$ cat config.mk
export PLATFORM = sky130hd
export DESIGN_NAME = button_click_hold_detector
export DESIGN_NICKNAME = d
export VERILOG_FILES = /design/src/rtl/bchd_pkg.sv /design/src/rtl/bchd_core.sv /design/src/rtl/button_click_hold_detector.sv
export SDC_FILE = /design/constraint.sdc
export NUM_CORES = 1
export LEC_CHECK = 0
export ABC_AREA = 1
export BUFFER_PORTS_ARGS = -buffer_cell sky130_fd_sc_hd__buf_2
export CAP_MARGIN = 20
export CORE_ASPECT_RATIO = 1.4
export CORE_UTILIZATION = 62
export CTS_CLUSTER_SIZE = 12
export DETAILED_ROUTE_END_ITERATION = 8
export GPL_TIMING_DRIVEN = 0
export PLACE_DENSITY = 0.85
export SETUP_SLACK_MARGIN = 0.15
export SYNTH_ARGS = -nofsm -noshare
export SYNTH_HDL_FRONTEND = slang
export SYNTH_SLANG_ARGS = --single-unit
$ cat constraint.sdc
create_clock -name i_clk -period 8.65 [get_ports i_clk]
set_input_delay 1.73 -clock i_clk [delete_from_list [all_inputs] [get_ports i_clk]]
set_output_delay 1.73 -clock i_clk [all_outputs]
set_load 0.02 [all_outputs]
$ cat src/rtl/bchd_pkg.sv
// ----------------------------------------------------------------------------
// bchd_pkg
// Shared types and constants for the button click and hold detector.
// ----------------------------------------------------------------------------
`default_nettype none

package bchd_pkg;

    localparam int TIME_BITS_DEFAULT = 32;
    localparam int NOW_W             = 32;
    localparam int DEBOUNCE_W        = 16;
    localparam int HOLD_W            = 32;
    localparam int COUNT_W           = 16;
    localparam int CFG_DATA_W        = 32;
    localparam int CFG_INDEX_W       = 1;

    localparam logic [DEBOUNCE_W-1:0] DEBOUNCE_RESET = 16'd50;
    localparam logic [HOLD_W-1:0]     HOLD_RESET     = 32'd1500;

    localparam logic [CFG_INDEX_W-1:0] CFG_DEBOUNCE = 1'd0;
    localparam logic [CFG_INDEX_W-1:0] CFG_HOLD     = 1'd1;

    localparam logic KIND_CLICK = 1'b0;
    localparam logic KIND_HOLD  = 1'b1;

    typedef struct packed {
        logic             pin_level;
        logic [NOW_W-1:0] now;
    } t_in_item;

    typedef struct packed {
        logic               gesture_valid;
        logic               gesture_kind;
        logic               raw_edge;
        logic               raw_edge_is_press;
        logic               stable_pressed;
        logic [COUNT_W-1:0] single_count;
        logic [COUNT_W-1:0] hold_count;
    } t_out_item;

endpackage

`default_nettype wire

$ cat src/rtl/bchd_core.sv
// ----------------------------------------------------------------------------
// bchd_core
// Per-sample debounce, click and hold decision with key state and a
// registered result.
// ----------------------------------------------------------------------------
`default_nettype none

module bchd_core #(
    parameter int TIME_BITS = bchd_pkg::TIME_BITS_DEFAULT
) (
    input  wire                                  i_clk,
    input  wire                                  i_rst_n,
    input  wire                                  i_en,
    input  bchd_pkg::t_in_item                   i_item,
    input  wire [bchd_pkg::DEBOUNCE_W-1:0]       i_debounce_ticks,
    input  wire [bchd_pkg::HOLD_W-1:0]           i_hold_ticks,
    output bchd_pkg::t_out_item                  o_res
);

    localparam int CMP_W = (TIME_BITS > bchd_pkg::HOLD_W) ? TIME_BITS : bchd_pkg::HOLD_W;

    logic                         r_stable;
    logic                         r_raw;
    logic [TIME_BITS-1:0]         r_press;
    logic [TIME_BITS-1:0]         r_release;
    logic                         r_half;
    logic [bchd_pkg::COUNT_W-1:0] r_single_total;
    logic [bchd_pkg::COUNT_W-1:0] r_hold_total;
    bchd_pkg::t_out_item          r_res;

    logic                         n_stable;
    logic                         n_raw;
    logic [TIME_BITS-1:0]         n_press;
    logic [TIME_BITS-1:0]         n_release;
    logic                         n_half;
    logic [bchd_pkg::COUNT_W-1:0] n_single_total;
    logic [bchd_pkg::COUNT_W-1:0] n_hold_total;
    bchd_pkg::t_out_item          n_res;

    logic                         pressed;
    logic                         edge_seen;
    logic [TIME_BITS-1:0]         now_t;
    logic [TIME_BITS-1:0]         d_held_now;
    logic [TIME_BITS-1:0]         d_since_rel;
    logic [TIME_BITS-1:0]         d_held_rel;
    logic [CMP_W-1:0]             held_now;
    logic [CMP_W-1:0]             since_rel;
    logic [CMP_W-1:0]             held_rel;
    logic [CMP_W-1:0]             deb_w;
    logic [CMP_W-1:0]             hold_w;
    logic                         hold_ev;
    logic                         click_ev;

    assign pressed   = ~i_item.pin_level;
    assign edge_seen = pressed != r_raw;
    assign now_t     = TIME_BITS'(i_item.now);
    assign n_raw     = pressed;
    assign n_press   = (edge_seen && pressed)  ? now_t : r_press;
    assign n_release = (edge_seen && !pressed) ? now_t : r_release;

    // time differences wrap at the time width
    assign d_held_now  = now_t - n_press;
    assign d_since_rel = now_t - n_release;
    assign d_held_rel  = n_release - n_press;

    assign held_now  = CMP_W'(d_held_now);
    assign since_rel = CMP_W'(d_since_rel);
    assign held_rel  = CMP_W'(d_held_rel);
    assign deb_w     = CMP_W'(i_debounce_ticks);
    assign hold_w    = CMP_W'(i_hold_ticks);

    always_comb begin
        n_stable = r_stable;
        n_half   = r_half;
        hold_ev  = 1'b0;
        click_ev = 1'b0;
        if (pressed) begin
            if (!r_stable && (held_now >= deb_w)) begin
                if (held_now >= hold_w) begin
                    n_stable = 1'b1;
                    n_half   = 1'b0;
                    hold_ev  = 1'b1;
                end else begin
                    n_half = 1'b1;
                end
            end
        end else if (since_rel >= deb_w) begin
            if (r_half && (held_rel < hold_w)) begin
                n_half   = 1'b0;
                click_ev = 1'b1;
            end else begin
                n_stable = 1'b0;
                n_half   = 1'b0;
            end
        end
    end

    assign n_single_total = r_single_total + bchd_pkg::COUNT_W'(click_ev);
    assign n_hold_total   = r_hold_total + bchd_pkg::COUNT_W'(hold_ev);

    always_comb begin
        n_res.gesture_valid     = hold_ev | click_ev;
        n_res.gesture_kind      = hold_ev ? bchd_pkg::KIND_HOLD : bchd_pkg::KIND_CLICK;
        n_res.raw_edge          = edge_seen;
        n_res.raw_edge_is_press = edge_seen & pressed;
        n_res.stable_pressed    = n_stable;
        n_res.single_count      = n_single_total;
        n_res.hold_count        = n_hold_total;
    end

    always_ff @(posedge i_clk) begin
        if (!i_rst_n) begin
            r_stable       <= 1'b0;
            r_raw          <= 1'b0;
            r_press        <= '0;
            r_release      <= '0;
            r_half         <= 1'b0;
            r_single_total <= '0;
            r_hold_total   <= '0;
            r_res          <= '0;
        end else if (i_en) begin
            r_stable       <= n_stable;
            r_raw          <= n_raw;
            r_press        <= n_press;
            r_release      <= n_release;
            r_half         <= n_half;
            r_single_total <= n_single_total;
            r_hold_total   <= n_hold_total;
            r_res          <= n_res;
        end
    end

    assign o_res = r_res;

    // hold report leaves the key stable pressed
    a_hold_sets_stable: assert property (@(posedge i_clk) disable iff (!i_rst_n)
        (i_en && hold_ev) |=> (r_stable && r_res.stable_pressed && !r_half))
        else $error("hold report did not set stable state");

    // counters only move on their own event
    a_hold_count_steady: assert property (@(posedge i_clk) disable iff (!i_rst_n)
        (i_en && !hold_ev) |=> (r_hold_total == $past(r_hold_total)))
        else $error("hold count moved without a hold");

    a_single_count_step: assert property (@(posedge i_clk) disable iff (!i_rst_n)
        (i_en && click_ev) |=>
            (r_single_total == bchd_pkg::COUNT_W'($past(r_single_total) + 1'b1)) && !r_half)
        else $error("single click not counted");

    // no events on a pressed and a released sample at once
    a_events_exclusive: assert property (@(posedge i_clk) disable iff (!i_rst_n)
        !(hold_ev && click_ev))
        else $error("click and hold in the same sample");

    a_idle_holds: assert property (@(posedge i_clk) disable iff (!i_rst_n)
        !i_en |=> ($stable(r_res) && $stable(r_stable) && $stable(r_half)))
        else $error("state changed without an item");

endmodule

`default_nettype wire

$ cat src/rtl/button_click_hold_detector.sv
// ----------------------------------------------------------------------------
// button_click_hold_detector
// Debounced click and press-and-hold detection on an active-low key pin.
// ----------------------------------------------------------------------------
// Pipeline: an accepted input item is held in the input register, then the
//   decision logic writes the result register; an output stall holds both.
// Throughput: one item per cycle when not stalled, one result per input item.
// Reset: synchronous active low; key taken as released, stamps and counters
//   zero, debounce_ticks 50, hold_ticks 1500, both stages empty.
// ----------------------------------------------------------------------------
`default_nettype none

module button_click_hold_detector #(
    parameter int TIME_BITS = bchd_pkg::TIME_BITS_DEFAULT
) (
    input  wire                                   i_clk,
    input  wire                                   i_rst_n,
    input  wire                                   i_in_valid,
    output logic                                  o_in_stall,
    input  bchd_pkg::t_in_item                    i_in_item,
    output logic                                  o_out_valid,
    input  wire                                   i_out_stall,
    output bchd_pkg::t_out_item                   o_out_item,
    input  wire                                   i_cfg_we,
    input  wire [bchd_pkg::CFG_INDEX_W-1:0]       i_cfg_index,
    input  wire [bchd_pkg::CFG_DATA_W-1:0]        i_cfg_wdata
);

    logic [bchd_pkg::DEBOUNCE_W-1:0] r_debounce_ticks;
    logic [bchd_pkg::HOLD_W-1:0]     r_hold_ticks;
    logic                            r_s1_valid;
    bchd_pkg::t_in_item              r_s1_item;
    logic                            r_out_valid;
    logic                            adv;

    assign adv        = !r_out_valid || !i_out_stall;
    assign o_in_stall = r_s1_valid && !adv;

    always_ff @(posedge i_clk) begin
        if (!i_rst_n) begin
            r_debounce_ticks <= bchd_pkg::DEBOUNCE_RESET;
            r_hold_ticks     <= bchd_pkg::HOLD_RESET;
        end else if (i_cfg_we) begin
            unique case (i_cfg_index)
                bchd_pkg::CFG_DEBOUNCE: begin
                    r_debounce_ticks <= i_cfg_wdata[bchd_pkg::DEBOUNCE_W-1:0];
                end
                bchd_pkg::CFG_HOLD: begin
                    r_hold_ticks <= i_cfg_wdata[bchd_pkg::HOLD_W-1:0];
                end
                default: begin
                end
            endcase
        end
    end

    always_ff @(posedge i_clk) begin
        if (!i_rst_n) begin
            r_s1_valid  <= 1'b0;
            r_out_valid <= 1'b0;
        end else begin
            if (!o_in_stall) begin
                r_s1_valid <= i_in_valid;
            end
            if (adv) begin
                r_out_valid <= r_s1_valid;
            end
        end
    end

    always_ff @(posedge i_clk) begin
        if (i_in_valid && !o_in_stall) begin
            r_s1_item <= i_in_item;
        end
    end

    bchd_core #(
        .TIME_BITS (TIME_BITS)
    ) u_core (
        .i_clk            (i_clk),
        .i_rst_n          (i_rst_n),
        .i_en             (r_s1_valid && adv),
        .i_item           (r_s1_item),
        .i_debounce_ticks (r_debounce_ticks),
        .i_hold_ticks     (r_hold_ticks),
        .o_res            (o_out_item)
    );

    assign o_out_valid = r_out_valid;

endmodule

`default_nettype wire
==> metrics.log <==
INFO  metric run_status = completed
INFO  metric holdCritStartpoint = u_core.o_res[15]
INFO  metric final_common_cell = sky130_fd_sc_hd__nand2_1
INFO  metric instances_no_fill = 2,756
INFO  metric clock_tree_from_tritoncts = done
INFO  metric groute.usage.overall = 40.9%
INFO  metric clock_skew = 0.0131 ns
INFO  metric worst-setup-path-type = reg2reg
INFO  metric clkSlewWorstSetupHoldPaths = 0.08 ns
INFO  metric timing.final.hold_violations = 0
INFO  metric synth_warnings = 0
INFO  metric cts_hold_repair.buffers = 0
INFO  metric drc = 0
INFO  metric timing.max_cap.violations = 0
INFO  metric worstPathRequired = 9.02 ns
INFO  metric std_cell_rows = 67
INFO  metric worstSkewPairLatency = 0.47 ns
INFO  metric synth-edff-count = 33
INFO  metric start_util = 63.7%
INFO  metric tightest_slew = 0.903 ns
INFO  metric die_width = 135 microns
INFO  metric power.leakage = 8.16 nW
INFO  metric max-vdd-ir-drop = 0.171 mV
INFO  metric dp.final_hpwl = 42.4 mm
INFO  metric post_cts.repair.setup_buffers = 0
INFO  metric synthArstFlopShare = 0%
INFO  metric crit_path_start = r_s1_item[32]
INFO  metric postPlaceCellArea = 16,400 sq um
INFO  metric fraction_of_layout_instances_using_a_drive_strength_above_1 = 8.06%
INFO  metric unrepaired_setup_endpoints_after_global_routing = no
INFO  metric syn-mean-instance-area = 6.70 sq um
INFO  metric arrival = 8.28 ns
INFO  metric period_needed = 7.91 ns
INFO  metric min-delay-path-class = reg2reg
INFO  metric drt_wl_total = 51.7 mm
INFO  metric number_of_antenna_violations_at_the_first_check_in_global_routing = 0
INFO  metric post-route-cell-area = 17,100 sq um
INFO  metric final_weighted_congestion_in_routability_driven_placement = 1.08
INFO  metric syn_area = 15,400 sq um
INFO  metric numClockSinks = 186
INFO  metric grt_pass1_wl = 79.7 mm
INFO  metric die_footprint = 25,500 sq um
INFO  metric finalNetCount = 2,689
INFO  metric crit-reg2reg-launch = r_s1_item[32]
INFO  metric root_buffer = sky130_fd_sc_hd__clkbuf_16
INFO  metric critical_path.most_common_cell = sky130_fd_sc_hd__inv_1
INFO  metric grt_overflow_total = 0
INFO  metric area_growth = 10.7%
INFO  metric synth_seq_area_share = 26.3%
INFO  metric timing.critical_path.slowest_cell_delay = 0.52 ns
INFO  metric final_antenna_net_count = 0
INFO  metric mostFrequentLayoutCells = sky130_fd_sc_hd__nand2_1, sky130_fd_sc_hd__inv_1, sky130_fd_sc_hd__a21oi_1, sky130_fd_sc_hd__o21ai_0, sky130_fd_sc_hd__nor2_1
INFO  metric startpoint_type = flip-flop
INFO  metric finalMaxSlewViolations = 0
INFO  metric synth_nets = 2,560
INFO  metric dr.pass1.iters = 6
INFO  metric routed_via_density = 5.93
INFO  metric setup_tns = 0 ns
INFO  metric dr_total_vias = 16,300
INFO  metric placement.io_buffers = 109
INFO  metric yosys_most_used_dff = sky130_fd_sc_hd__dfxtp_1
INFO  metric grt_pass1_vias = 15,900
INFO  metric cp_max_fo = 10
INFO  metric netlist-cell-type-count = 51
INFO  metric netlist_instances = 2,303
INFO  metric max-clock-path-buffers = 2
INFO  metric h-tree-depth = 4
INFO  metric post-route-period-util = 91.5%
INFO  metric grt_start_max_net_pins = 21
INFO  metric placeableCoreArea = 24,200 sq um
INFO  metric tritoncts.num_buffers = 17
INFO  metric worst_setup_path_end_kind = flip-flop
INFO  metric critPathSlowestCell = sky130_fd_sc_hd__edfxtp_1
INFO  metric detailedRoute.firstIterationViolations = 1,147
INFO  metric timing.slew.headroom = 39.8%
INFO  metric floorplan.die.height = 189 microns
INFO  metric ys_seq_elements = 186
INFO  metric n_fill_cell = 2,110
INFO  metric drt-wirelength-per-cell = 18.8 microns
INFO  metric pwr_density_cell = 192 nW/um^2
INFO  metric fmax = 0.126 GHz
INFO  metric boundaryPins = 110
INFO  metric setup_viol = 0
INFO  metric postLayoutCoreUtil = 70.5%
INFO  metric placed_cells = 2,723
INFO  metric timing.hold.ws = 0.461 ns
[critical path, delay by kind of cell (launching register included)]
kind,cells,cell delay [ns]
AND/OR/NAND/NOR,17,3.03
buffers and inverters,11,1.67
adder cells (fa/ha/maj),5,1.29
AO/OA/AOI/OAI,5,0.96
flip-flops,1,0.52
multiplexers,1,0.32
[final timing paths]
kind,end,slack [ns],cells past startpoint
hold / removal,u_core.o_res[15],0.46,1
hold reg to reg,u_core.o_res[15],0.46,1
setup / recovery,u_core.o_res[14],0.74,39
setup reg to reg,u_core.o_res[14],0.74,39
[Yosys cell counts, types with 31 or more instances]
cell / count / area (sq um)
sky130_fd_sc_hd__nand3_1: 80 / 400
sky130_fd_sc_hd__dfxtp_1: 153 / 3060
sky130_fd_sc_hd__nor3_1: 40 / 200
sky130_fd_sc_hd__nand4_1: 31 / 194
sky130_fd_sc_hd__nand2_1: 488 / 1830
sky130_fd_sc_hd__o21ai_0: 217 / 1090
sky130_fd_sc_hd__xor2_1: 45 / 394
sky130_fd_sc_hd__ha_1: 186 / 2330
sky130_fd_sc_hd__clkbuf_1: 45 / 169
sky130_fd_sc_hd__nor2_1: 188 / 706
sky130_fd_sc_hd__edfxtp_1: 33 / 991
sky130_fd_sc_hd__a21oi_1: 250 / 1250
sky130_fd_sc_hd__a211oi_1: 38 / 285
sky130_fd_sc_hd__inv_1: 350 / 1310
[power by group]
part / internal [mW] / switching, mW / total (mW)
combinational: 0.512 / 0.966 / 1.48
sequential: 0.933 / 0.0363 / 0.969
clock: 0.417 / 0.424 / 0.841
total: 1.86 / 1.43 / 3.29
[per-layer routing]
layer  wire, microns  global-route usage [%]  vias to the layer above
li1                -                       -                     7948
met1           19900                    44.9                     7519
met2           25000                    71.0                      698
met3            3550                    7.43                      183
met4            3250                    27.3                        0
met5               0                       0                        -
[per-stage QoR]
stage	power [mW]	worst slack [ns]
after floorplan	2.01	2.37
after detailed placement	2.41	-0.0714
after global placement	2.35	0.311
final	3.29	0.736
after global routing	3.50	0.193
after CTS	3.24	0.343
[logic make-up after synthesis]
logic type	after synthesis	share of synthesized area, %
XOR/XNOR	58	3.29
adder cells (fa/ha/maj)	186	15.1
AO/OA/AOI/OAI	573	20.2
buffers and inverters	410	10.1
flip-flops	186	26.3
multiplexers	7	0.454
AND/OR/NAND/NOR	883	24.6
[what timing repair did]
action / in CTS / in global routing
gates cloned: 0 / 0
setup endpoints to repair: 2 / 10
gates resized for setup: 2 / 15
[layout make-up]
| class | instances | area [sq um] | area share, % |
|---|---|---|---|
| multi-input combinational | 1707 | 9860 | 57.7 |
| sequential | 186 | 4050 | 23.7 |
| tap | 310 | 388 | 2.27 |
| timing repair buffer | 110 | 573 | 3.35 |
| antenna | 1 | 2.50 | 0.0146 |
| clock inverter | 13 | 171 | 1.00 |
| inverter | 354 | 1330 | 7.78 |
| clock buffer | 19 | 464 | 2.72 |
| buffer | 56 | 240 | 1.41 |
[flip-flops by register name (all words and copies together) (netlist names)]
name                   flops
r_s1_item                 33
r_hold_ticks              32
u_core.r_press            32
u_core.r_release          32
u_core.o_res              20
r_debounce_ticks          16
u_core.r_single_total     16
o_out_valid                1
r_s1_valid                 1
u_core.r_half              1
u_core.r_raw               1
u_core.r_stable            1
(Power assumes the default switching activity.)
